`config.mk`:
```
export PLATFORM = sky130hd
export DESIGN_NAME = table_substituted_one_at_a_time_hash_unit
export DESIGN_NICKNAME = d
export VERILOG_FILES = /design/src/hw/rtl/tsoh_pkg.sv /design/src/hw/rtl/tsoh_front.sv /design/src/hw/rtl/tsoh_queue.sv /design/src/hw/rtl/tsoh_back.sv /design/src/hw/rtl/table_substituted_one_at_a_time_hash_unit.sv
export SDC_FILE = /design/constraint.sdc
export NUM_CORES = 2
export LEC_CHECK = 0
export BUFFER_PORTS_ARGS = -buffer_cell sky130_fd_sc_hd__buf_2
export CAP_MARGIN = 20
export CORE_MARGIN = 8
export CORE_UTILIZATION = 50
export CTS_BUF_LIST = sky130_fd_sc_hd__clkbuf_2
export DETAILED_ROUTE_END_ITERATION = 8
export PLACE_DENSITY = 0.68
export SYNTH_ARGS = -nofsm -noshare
export SYNTH_HDL_FRONTEND = slang
export SYNTH_SLANG_ARGS = --single-unit
export TNS_END_PERCENT = 50
```
`constraint.sdc`:
```
create_clock -name aclk -period 13.1 [get_ports aclk]
set_clock_uncertainty 0.1 [all_clocks]
set_input_delay 0.655 -clock aclk [delete_from_list [all_inputs] [get_ports aclk]]
set_output_delay 0.655 -clock aclk [all_outputs]
set_load 0.05 [all_outputs]
```
`src/hw/rtl/tsoh_pkg.sv`:
```
`default_nettype none

package tsoh_pkg;

    // Beat kinds carried on s_tuser
    localparam logic KIND_TABLE_WRITE = 1'b0;
    localparam logic KIND_HASH_BYTE   = 1'b1;

    // One substituted byte on its way from the front to the back
    typedef struct packed {
        logic [7:0] mixed;
        logic       last;
    } tsoh_item_t;

    // Handshake of the queue towards either side
    typedef struct packed {
        logic       valid;
        tsoh_item_t item;
    } tsoh_slot_t;

endpackage

`default_nettype wire

```
`src/hw/rtl/tsoh_front.sv`:
```
`default_nettype none

module tsoh_front (
    input  wire logic              aclk,
    input  wire logic              aresetn,
    input  wire logic              accept,
    input  wire logic              kind,
    input  wire logic [7:0]        table_index,
    input  wire logic [7:0]        table_value,
    input  wire logic [7:0]        data_byte,
    input  wire logic              last_byte,
    output tsoh_pkg::tsoh_slot_t   push
);
    import tsoh_pkg::*;

    logic [7:0] table_mem [256];
    logic [7:0] rd_table_reg;
    logic [7:0] rd_byte_reg;
    logic       rd_last_reg;
    logic       rd_valid_reg;
    logic       rd_valid_next;

    // Table port: write on a load beat, registered read on a hash beat
    always_ff @(posedge aclk) begin
        if (accept && kind == KIND_TABLE_WRITE) begin
            table_mem[table_index] <= table_value;
        end
        if (accept && kind == KIND_HASH_BYTE) begin
            rd_table_reg <= table_mem[data_byte];
            rd_byte_reg  <= data_byte;
            rd_last_reg  <= last_byte;
        end
    end

    // Mark a hash byte as in flight for one cycle
    always_comb begin
        rd_valid_next = accept && kind == KIND_HASH_BYTE;
    end

    always_ff @(posedge aclk) begin
        if (!aresetn) begin
            rd_valid_reg <= 1'b0;
        end else begin
            rd_valid_reg <= rd_valid_next;
        end
    end

    // Substitute and hand on to the queue
    always_comb begin
        push.valid      = rd_valid_reg;
        push.item.mixed = rd_byte_reg ^ rd_table_reg;
        push.item.last  = rd_last_reg;
    end

endmodule

`default_nettype wire

```
`src/hw/rtl/tsoh_queue.sv`:
```
`default_nettype none

module tsoh_queue #(
    parameter int DEPTH = 4
) (
    input  wire logic                   aclk,
    input  wire logic                   aresetn,
    input  wire tsoh_pkg::tsoh_slot_t   push,
    input  wire logic                   pop,
    output tsoh_pkg::tsoh_slot_t        head,
    output logic                        room
);
    import tsoh_pkg::*;

    localparam int PtrW = (DEPTH > 1) ? $clog2(DEPTH) : 1;
    localparam int CntW = $clog2(DEPTH + 1);
    localparam logic [PtrW-1:0] LastPtr = PtrW'(DEPTH - 1);
    localparam logic [CntW-1:0] RoomMax = CntW'(DEPTH - 2);

    tsoh_item_t      slots [DEPTH];
    logic [PtrW-1:0] wr_ptr_reg, wr_ptr_next;
    logic [PtrW-1:0] rd_ptr_reg, rd_ptr_next;
    logic [CntW-1:0] count_reg, count_next;
    logic            do_pop;

    assign do_pop = pop && count_reg != '0;

    // Store pushed beats
    always_ff @(posedge aclk) begin
        if (push.valid) begin
            slots[wr_ptr_reg] <= push.item;
        end
    end

    // Advance pointers and occupancy
    always_comb begin
        wr_ptr_next = wr_ptr_reg;
        rd_ptr_next = rd_ptr_reg;
        count_next  = count_reg;
        if (push.valid) begin
            wr_ptr_next = (wr_ptr_reg == LastPtr) ? '0 : wr_ptr_reg + 1'b1;
        end
        if (do_pop) begin
            rd_ptr_next = (rd_ptr_reg == LastPtr) ? '0 : rd_ptr_reg + 1'b1;
        end
        unique case ({push.valid, do_pop})
            2'b10:   count_next = count_reg + 1'b1;
            2'b01:   count_next = count_reg - 1'b1;
            default: count_next = count_reg;
        endcase
    end

    always_ff @(posedge aclk) begin
        if (!aresetn) begin
            wr_ptr_reg <= '0;
            rd_ptr_reg <= '0;
            count_reg  <= '0;
        end else begin
            wr_ptr_reg <= wr_ptr_next;
            rd_ptr_reg <= rd_ptr_next;
            count_reg  <= count_next;
        end
    end

    // Leave space for the beat in the table read stage as well as a new one
    assign room = count_reg <= RoomMax;

    // Present the oldest beat
    always_comb begin
        head.valid = count_reg != '0;
        head.item  = slots[rd_ptr_reg];
    end

endmodule

`default_nettype wire

```
`src/hw/rtl/tsoh_back.sv`:
```
`default_nettype none

module tsoh_back (
    input  wire logic                   aclk,
    input  wire logic                   aresetn,
    input  wire tsoh_pkg::tsoh_slot_t   head,
    output logic                        pop,
    output logic                        m_tvalid,
    input  wire logic                   m_tready,
    output logic [31:0]                 m_tdata
);
    import tsoh_pkg::*;

    localparam int MixAdd   = 10;
    localparam int MixXor   = 6;
    localparam int FinAdd1  = 3;
    localparam int FinXor   = 11;
    localparam int FinAdd2  = 15;

    logic [31:0] hash_reg, hash_next;
    logic [31:0] fin_hash_reg, fin_hash_next;
    logic        fin_valid_reg, fin_valid_next;
    logic [31:0] out_data_reg, out_data_next;
    logic        out_valid_reg, out_valid_next;
    logic        out_free, fin_move, fin_free;
    logic [31:0] mix_sum, mix_spread, mix_value;
    logic [31:0] av_a, av_b, av_c;

    // One round of the byte mix
    always_comb begin
        mix_sum    = hash_reg + {24'b0, head.item.mixed};
        mix_spread = mix_sum + (mix_sum << MixAdd);
        mix_value  = mix_spread ^ (mix_spread >> MixXor);
    end

    // Final avalanche of a completed message
    always_comb begin
        av_a = fin_hash_reg + (fin_hash_reg << FinAdd1);
        av_b = av_a ^ (av_a >> FinXor);
        av_c = av_b + (av_b << FinAdd2);
    end

    // Stall only a last byte whose finishing slot is still taken
    always_comb begin
        out_free = !out_valid_reg || m_tready;
        fin_move = fin_valid_reg && out_free;
        fin_free = !fin_valid_reg || fin_move;
        pop      = head.valid && (!head.item.last || fin_free);
    end

    always_comb begin
        hash_next      = hash_reg;
        fin_hash_next  = fin_hash_reg;
        fin_valid_next = fin_valid_reg && !fin_move;
        out_data_next  = out_data_reg;
        out_valid_next = out_valid_reg && !m_tready;
        if (pop) begin
            if (head.item.last) begin
                hash_next      = '0;
                fin_hash_next  = mix_value;
                fin_valid_next = 1'b1;
            end else begin
                hash_next = mix_value;
            end
        end
        if (fin_move) begin
            out_data_next  = av_c;
            out_valid_next = 1'b1;
        end
    end

    always_ff @(posedge aclk) begin
        if (!aresetn) begin
            hash_reg      <= '0;
            fin_valid_reg <= 1'b0;
            out_valid_reg <= 1'b0;
        end else begin
            hash_reg      <= hash_next;
            fin_valid_reg <= fin_valid_next;
            out_valid_reg <= out_valid_next;
        end
        fin_hash_reg <= fin_hash_next;
        out_data_reg <= out_data_next;
    end

    assign m_tvalid = out_valid_reg;
    assign m_tdata  = out_data_reg;

endmodule

`default_nettype wire

```
`src/hw/rtl/table_substituted_one_at_a_time_hash_unit.sv`:
```
// One-at-a-time byte hash with a loadable substitution table. A beat with
// s_tuser low writes table entry s_tdata[7:0] with s_tdata[15:8]; a beat with
// s_tuser high hashes byte s_tdata[23:16], first XORed with the table entry
// that the byte selects, and s_tlast closes the message: its beat yields one
// 32-bit hash on m_tdata and the running hash restarts at zero. Every table
// entry must be loaded before a byte reads it. The block takes one beat per
// clock while s_tready is high, loads and bytes alike, as set by the mix of
// the running hash; a hash is offered on m_tvalid once its last byte has
// passed the table read register, the queue, the mix and output registers.
// The queue between the table read and the mix absorbs stalls on m_tready,
// so s_tready drops only once the queue is close to full.
`default_nettype none

module table_substituted_one_at_a_time_hash_unit #(
    parameter int QUEUE_DEPTH = 4
) (
    input  wire logic        aclk,
    input  wire logic        aresetn,
    input  wire logic        s_tvalid,
    output logic             s_tready,
    input  wire logic [23:0] s_tdata,   // table_index, table_value, data_byte
    input  wire logic [0:0]  s_tuser,   // kind
    input  wire logic        s_tlast,   // last_byte
    output logic             m_tvalid,
    input  wire logic        m_tready,
    output logic [31:0]      m_tdata    // hash_value
);
    import tsoh_pkg::*;

    tsoh_slot_t push, head;
    logic       pop;
    logic       room;
    logic       accept;

    assign s_tready = room;
    assign accept   = s_tvalid && room;

    // Front: table load and substitution
    tsoh_front u_front (
        .aclk        (aclk),
        .aresetn     (aresetn),
        .accept      (accept),
        .kind        (s_tuser[0]),
        .table_index (s_tdata[7:0]),
        .table_value (s_tdata[15:8]),
        .data_byte   (s_tdata[23:16]),
        .last_byte   (s_tlast),
        .push        (push)
    );

    // Decouple the table read from the mix
    tsoh_queue #(
        .DEPTH (QUEUE_DEPTH)
    ) u_queue (
        .aclk    (aclk),
        .aresetn (aresetn),
        .push    (push),
        .pop     (pop),
        .head    (head),
        .room    (room)
    );

    // Back: running mix, avalanche and output register
    tsoh_back u_back (
        .aclk     (aclk),
        .aresetn  (aresetn),
        .head     (head),
        .pop      (pop),
        .m_tvalid (m_tvalid),
        .m_tready (m_tready),
        .m_tdata  (m_tdata)
    );

endmodule

`default_nettype wire
```
## Yosys cells after proc, flatten, opt, wreduce, memory -nomap -nowiden

Memory sizes are Yosys's and may differ from the RTL's. A register that Yosys moved wholly into a read port is not among the register bits.
Cells that the tools add are included.
W data, S select, Z words.

| storage, ports and cells | value |
|---|---|
| register bits after elaboration | 115 |
| memory bits (writable) | 2084 |
| input bits | 30 |
| output and inout bits | 34 |
| logic and storage cells | 62 |
| memories kept | 2 |

Memory list:

| name | depth | width | read ports | clocked after memory_dff | write ports | RTL line | source |
|---|---|---|---|---|---|---|---|
| u_front.table_mem | 256 | 8 | 1 | 1 | 1 | tsoh_front.sv:16 | `logic [7:0] table_mem [256];` |
| u_queue.slots | 4 | 9 | 1 | 1 | 1 | tsoh_queue.sv:20 | `tsoh_item_t slots [DEPTH];` |

| operators by class | value |
|---|---|
| add/sub/neg operators | 8 |
| order comparisons | 1 |
| equality and inequality tests | 4 |
| muxes and demuxes | 13 |
| bitwise gates (word level) | 4 |
| reduce and logical (&&, ||, !) cells | 19 |

Operators with widths:

| kind | number |
|---|---|
| $add A32 B32 Y32 | 3 |
| $add A32 B8 Y32 | 1 |
| $mux W32 | 1 |
| $xor A32 B21 Y32 | 1 |
| $xor A32 B26 Y32 | 1 |
| $logic_and A1 B1 Y1 | 8 |
| $mux W2 | 4 |
| $xor A8 B8 Y8 | 1 |
| $mux W1 | 7 |
| $eq A2 B2 Y1 const B | 3 |
| $pmux W3 S2 | 1 |
| $logic_not A1 Y1 | 5 |
| $add A2 B1 Y2 const B | 2 |
| $add A3 B1 Y3 const B | 1 |
| $le A3 B2 Y1 const B | 1 |
| $logic_or A1 B1 Y1 | 3 |
| $reduce_bool A3 Y1 | 1 |
| $sub A3 B1 Y3 const B | 1 |
| $eq A2 B1 Y1 const B | 1 |
| $reduce_and A2 Y1 | 1 |
| $reduce_bool A2 Y1 | 1 |
| $not A1 Y1 | 1 |

## Longest topological paths before layout

| depth | value |
|---|---|
| depth after elaboration | 9 |
| depth in mapped cells | 26 |
| mapped depth without buffers | 25 |

## Cells and area by module

A second synthesis with hierarchy kept.

| unflattened totals | value |
|---|---|
| cell total of the unflattened synthesis | 4629 |
| area total of the unflattened synthesis | 89557.1 um^2 |

By module, submodules not included:

| module | instances | cells each | area each (um^2) | sequential area each (um^2) |
|---|---|---|---|---|
| tsoh_front | 1 | 3770 | 80226.9 | 62029.5 |
| tsoh_back | 1 | 760 | 7541.0 | 2602.5 |
| tsoh_queue | 1 | 98 | 1783.0 | 1261.2 |
| table_substituted_one_at_a_time_hash_unit | 1 | 1 | 6.3 | 0.0 |

## Worst setup path after synthesis

No wires, ideal clock.

| path | value |
|---|---|
| path type | flip-flop to flip-flop |
| start point | register with a tool-made name |
| end point | register u_back.hash_reg[24] |
| library setup time | 0.118 ns |
| arrival | 5.906 ns |
| data required time | 12.882 ns |
| slack | 6.975 ns |
| cell stages (with the launch flop) | 26 |
| buffers on the path | 1 |
| period minus slack after synthesis | 6.125 ns |
| cell sequence | dfxtp_1 > clkbuf_1 > mux4_2 > ha_1 > fa_1 > a21o_1 > a21oi_1 > o21bai_1 > a21oi_1 > o21bai_1 > a21oi_1 > nor2_1 > xor2_1 > ha_1 > fa_1 > a21o_1 > a21oi_1 > nor2b_1 > o31ai_1 > a21oi_1 > a211oi_1 > o31a_1 > maj3_1 > xnor3_1 > a22oi_1 > nor2b_1 |

RTL lines:

| element | RTL line | source |
|---|---|---|
| to (signal assigned) | tsoh_back.sv:78 | `hash_reg <= hash_next;` |
| to (decl) | tsoh_back.sv:20 | `logic [31:0] hash_reg, hash_next;` |

==> metrics.md <==
| Metric | Value |
|---|---|
| Status | `completed` |
| CTS clk-pin slew, worst paths | `approximately 90 ps` |
| Register with the most flip-flops | `u_front.table_mem` |
| First-pass GRT wire length | `around 300 mm` |
| Avg Cell Area, Syn | `21.6 sq um` |
| Die X | `roughly 440 microns` |
| Post-synth EDFFs | `around 2200` |
| I/O Buffers | `63` |
| Maxcap violations | `0` |
| Worst-Margin Slew | `1130 ps` |
| Net Count, Synth | `roughly 4200` |
| Crit path max fanout | `9` |
| Worst Path Class, Setup | `reg -> reg` |
| Share of cells above drive strength 1 | `about a third` |
| Routed Antenna Nets | `0` |
| Cells after Synth | `about 4100` |
| Final min period | `between 6000 and 7000 ps` |
| Starting Density | `roughly 50%` |
| WP data arrival | `between 8000 and 9000 ps` |
| I/O Pins | `64` |
| Post-route DRC | `0` |
| Fmax | `~150 MHz` |
| Vias in the first global route | `~45000` |
| Placed insts | `between 6000 and 7000` |
| # rows | `around 150` |
| CTS Buf Count | `563` |
| Largest net degree at the start of global routing | `127` |
| Min-delay worst type | `in -> reg` |
| Final core utilization | `a little under three fifths` |
| Final period utilization | `51.2%` |
| Lkg Pwr | `0.0314 uW` |
| Worst VDD drop | `0.301 mV` |
| Die area | `roughly 190000 sq um` |
| Worst skew pair latency | `1810 ps` |
| Initial DRC count | `~4300` |
| # setup viols final | `0` |
| Nets@finish | `around 4800` |
| Vias after detailed routing | `43400` |
| CP required | `approximately 15000 ps` |
| Routed WL | `just over 200 mm` |
| H-tree depth | `6` |
| Clk sinks | `about 2200` |
| Mapped Area | `88500 sq um` |
| CTS tree | `yes` |
| Non-filler cells in the finished layout | `7342` |
| Netlist cell types | `65` |
| RSZ-0062 raised after global routing | `no` |
| Core ar. | `176000 sq um` |
| Post-synth ARST share | `0%` |
| Final Wtd Congestion | `around 0.86` |
| Initial DRT Pass Iterations | `7` |
| Global route overflow | `0` |
| All-Layer GR Usage | `20.8%` |
| Top FF cell, synth | `edfxtp_1` |
| Yosys reg bits | `about 2200` |
| Largest registers | `u_front.table_mem x2048, u_queue.slots x36` |
| Sequential share of the synthesized area | `between 70 and 80%` |
| Post-CTS setup buffers | `0` |
| Setup_tns | `0 ps` |
| DR vias/cell | `roughly 6` |
| Die Height | `roughly 440 microns` |
| Post-DP HPWL | `around 120 mm` |
| Hold Fails Final Rpt | `0` |
| Clock buffer depth | `4` |
| Syn-to-layout area delta | `9.57%` |
| Clock Tree Root | `clkbuf_2` |
| Initial antenna violation count | `9` |
| Final slew viol count | `0` |
| Relative slew margins | `roughly a quarter` |
| Cell Pwr Density | `around 180 nW/um^2` |
| Critical Path Source Type | `flop` |
| Yosys Warn Count | `0` |
| Max FFs per register | `2048` |
| WL/cell | `between 20 and 30 microns` |
| Critical Path Sink Type | `flop` |
[cell usage after synthesis, drive strengths merged, types with 4 or more instances]
library cell	instances	area share, %
a21boi	5	0.042
a21o	26	0.22
a21oi	62	0.35
a22oi	27	0.23
a31oi	6	0.049
and2	13	0.092
and3	6	0.042
buf	59	0.25
clkbuf	140	0.59
dfxtp	44	1.0
edfxtp	2165	73
fa	5	0.11
ha	78	1.1
inv	35	0.15
mux4	689	18
nand2	68	0.29
nand2b	11	0.078
nand3	26	0.15
nand4	6	0.042
nor2	306	1.3
nor2b	53	0.37
nor3	13	0.086
o211a	4	0.045
o211ai	5	0.054
o21a	9	0.076
o21ai	28	0.16
o21bai	9	0.076
o31ai	4	0.049
or3	5	0.035
xnor2	73	0.73
xnor3	4	0.10
xor2	70	0.69
[layout make-up]
| class | count | area (sq um) |
|---|---|---|
| fill | 13400 | 79000 |
| sequential | 2209 | 65900 |
| multi-input combinational | 1652 | 21700 |
| clock buffer | 799 | 4000 |
| tap | 2340 | 2930 |
| timing repair buffer | 183 | 1700 |
| clock inverter | 113 | 563 |
| inverter | 35 | 131 |
| antenna | 11 | 27.5 |
[cell families (layout without fill, tap and decap cells)]
kind of cell             count (synthesis)  in the layout  synth area share [%]
XOR/XNOR                               147            147                  1.53
other                                    0             11                     0
buffers and inverters                  234           1130                 0.993
multiplexers                           690            690                  17.5
AO/OA/AOI/OAI                          216            216                  1.69
AND/OR/NAND/NOR                        515            515                  2.55
flip-flops                            2209           2209                  74.5
adder cells (fa/ha/maj)                 84             84                  1.23
[stage by stage]
step	total power, uW	hold WS [ps]	cell area, sq um	worst slack, ps
final	17600	253	97000	6390
after global routing	18500	103	96900	5930
after CTS	17700	0.171	96900	6370
after detailed placement	13300	403	91600	6480
after global placement	13300	394	91600	6530
after floorplan	12000	359	88500	6980
[repair_timing]
action                                  in CTS  in global routing
gates resized for setup                      0                  0
endpoints found under the hold margin     3358                  0
hold buffers                                63                  0
endpoints found under the setup margin       0                  0
[placed cells by master, fill, tap and decap left out, types with 35 or more instances in the layout]
master	Yosys	layout
nor2b_1	53	52
inv_1	35	35
buf_2	0	51
ha_1	78	78
dfxtp_1	44	44
xnor2_1	72	72
buf_4	0	51
clkinv_1	0	67
nor2_1	306	305
a21oi_1	62	62
mux4_2	689	689
clkbuf_2	0	799
dlygate4sd3_1	0	55
edfxtp_1	2165	2165
nand2_1	68	68
xor2_1	70	70
[worst max-delay path, cell delays in order (launching register included)]
cell and delay (ps):
dfxtp_1 730, mux4_2 580, ha_1 240, fa_1 440, a21o_1 200, a21oi_1 210
o21bai_1 90, a21oi_1 220, o21bai_1 90, a21oi_1 270, nor2_1 100, xor2_1 180
ha_1 240, fa_1 460, a21o_1 190, a21oi_1 220, nor2b_1 100, o31ai_1 330
a21oi_1 220, a211oi_1 360, o31a_1 190, maj3_1 220, xnor3_1 340, a22oi_1 150
nor2b_1 70
[layer usage]
layer	GRT usage, %	vias up	wire length [microns]
met2	34.6	1876	102000
met5	0	-	13
met3	4.52	319	15100
met4	6.36	2	4880
li1	-	18500	-
met1	27.8	22700	79400
[report_power, final]
| group | internal [uW] | total (uW) | switching [uW] | leakage, uW |
|---|---|---|---|---|
| Sequential | 8240 | 8350 | 109 | 0.0198 |
| Clock | 1690 | 4350 | 2660 | 0.00364 |
| Combinational | 1960 | 4880 | 2920 | 0.00791 |
| Total | 11900 | 17600 | 5690 | 0.0314 |
[worst paths after layout]
check                       startpoint                       to  slack (ps)  cells after the start
setup reg to reg                  flop      u_back.hash_reg[24]        6390                     24
hold / removal             s_tdata[21]  u_front.rd_table_reg[7]         250                      3
setup / recovery                  flop      u_back.hash_reg[24]        6390                     24
hold reg to reg   u_queue.count_reg[2]     u_queue.count_reg[2]         410                      2
Power figures use the tool's default switching activity.
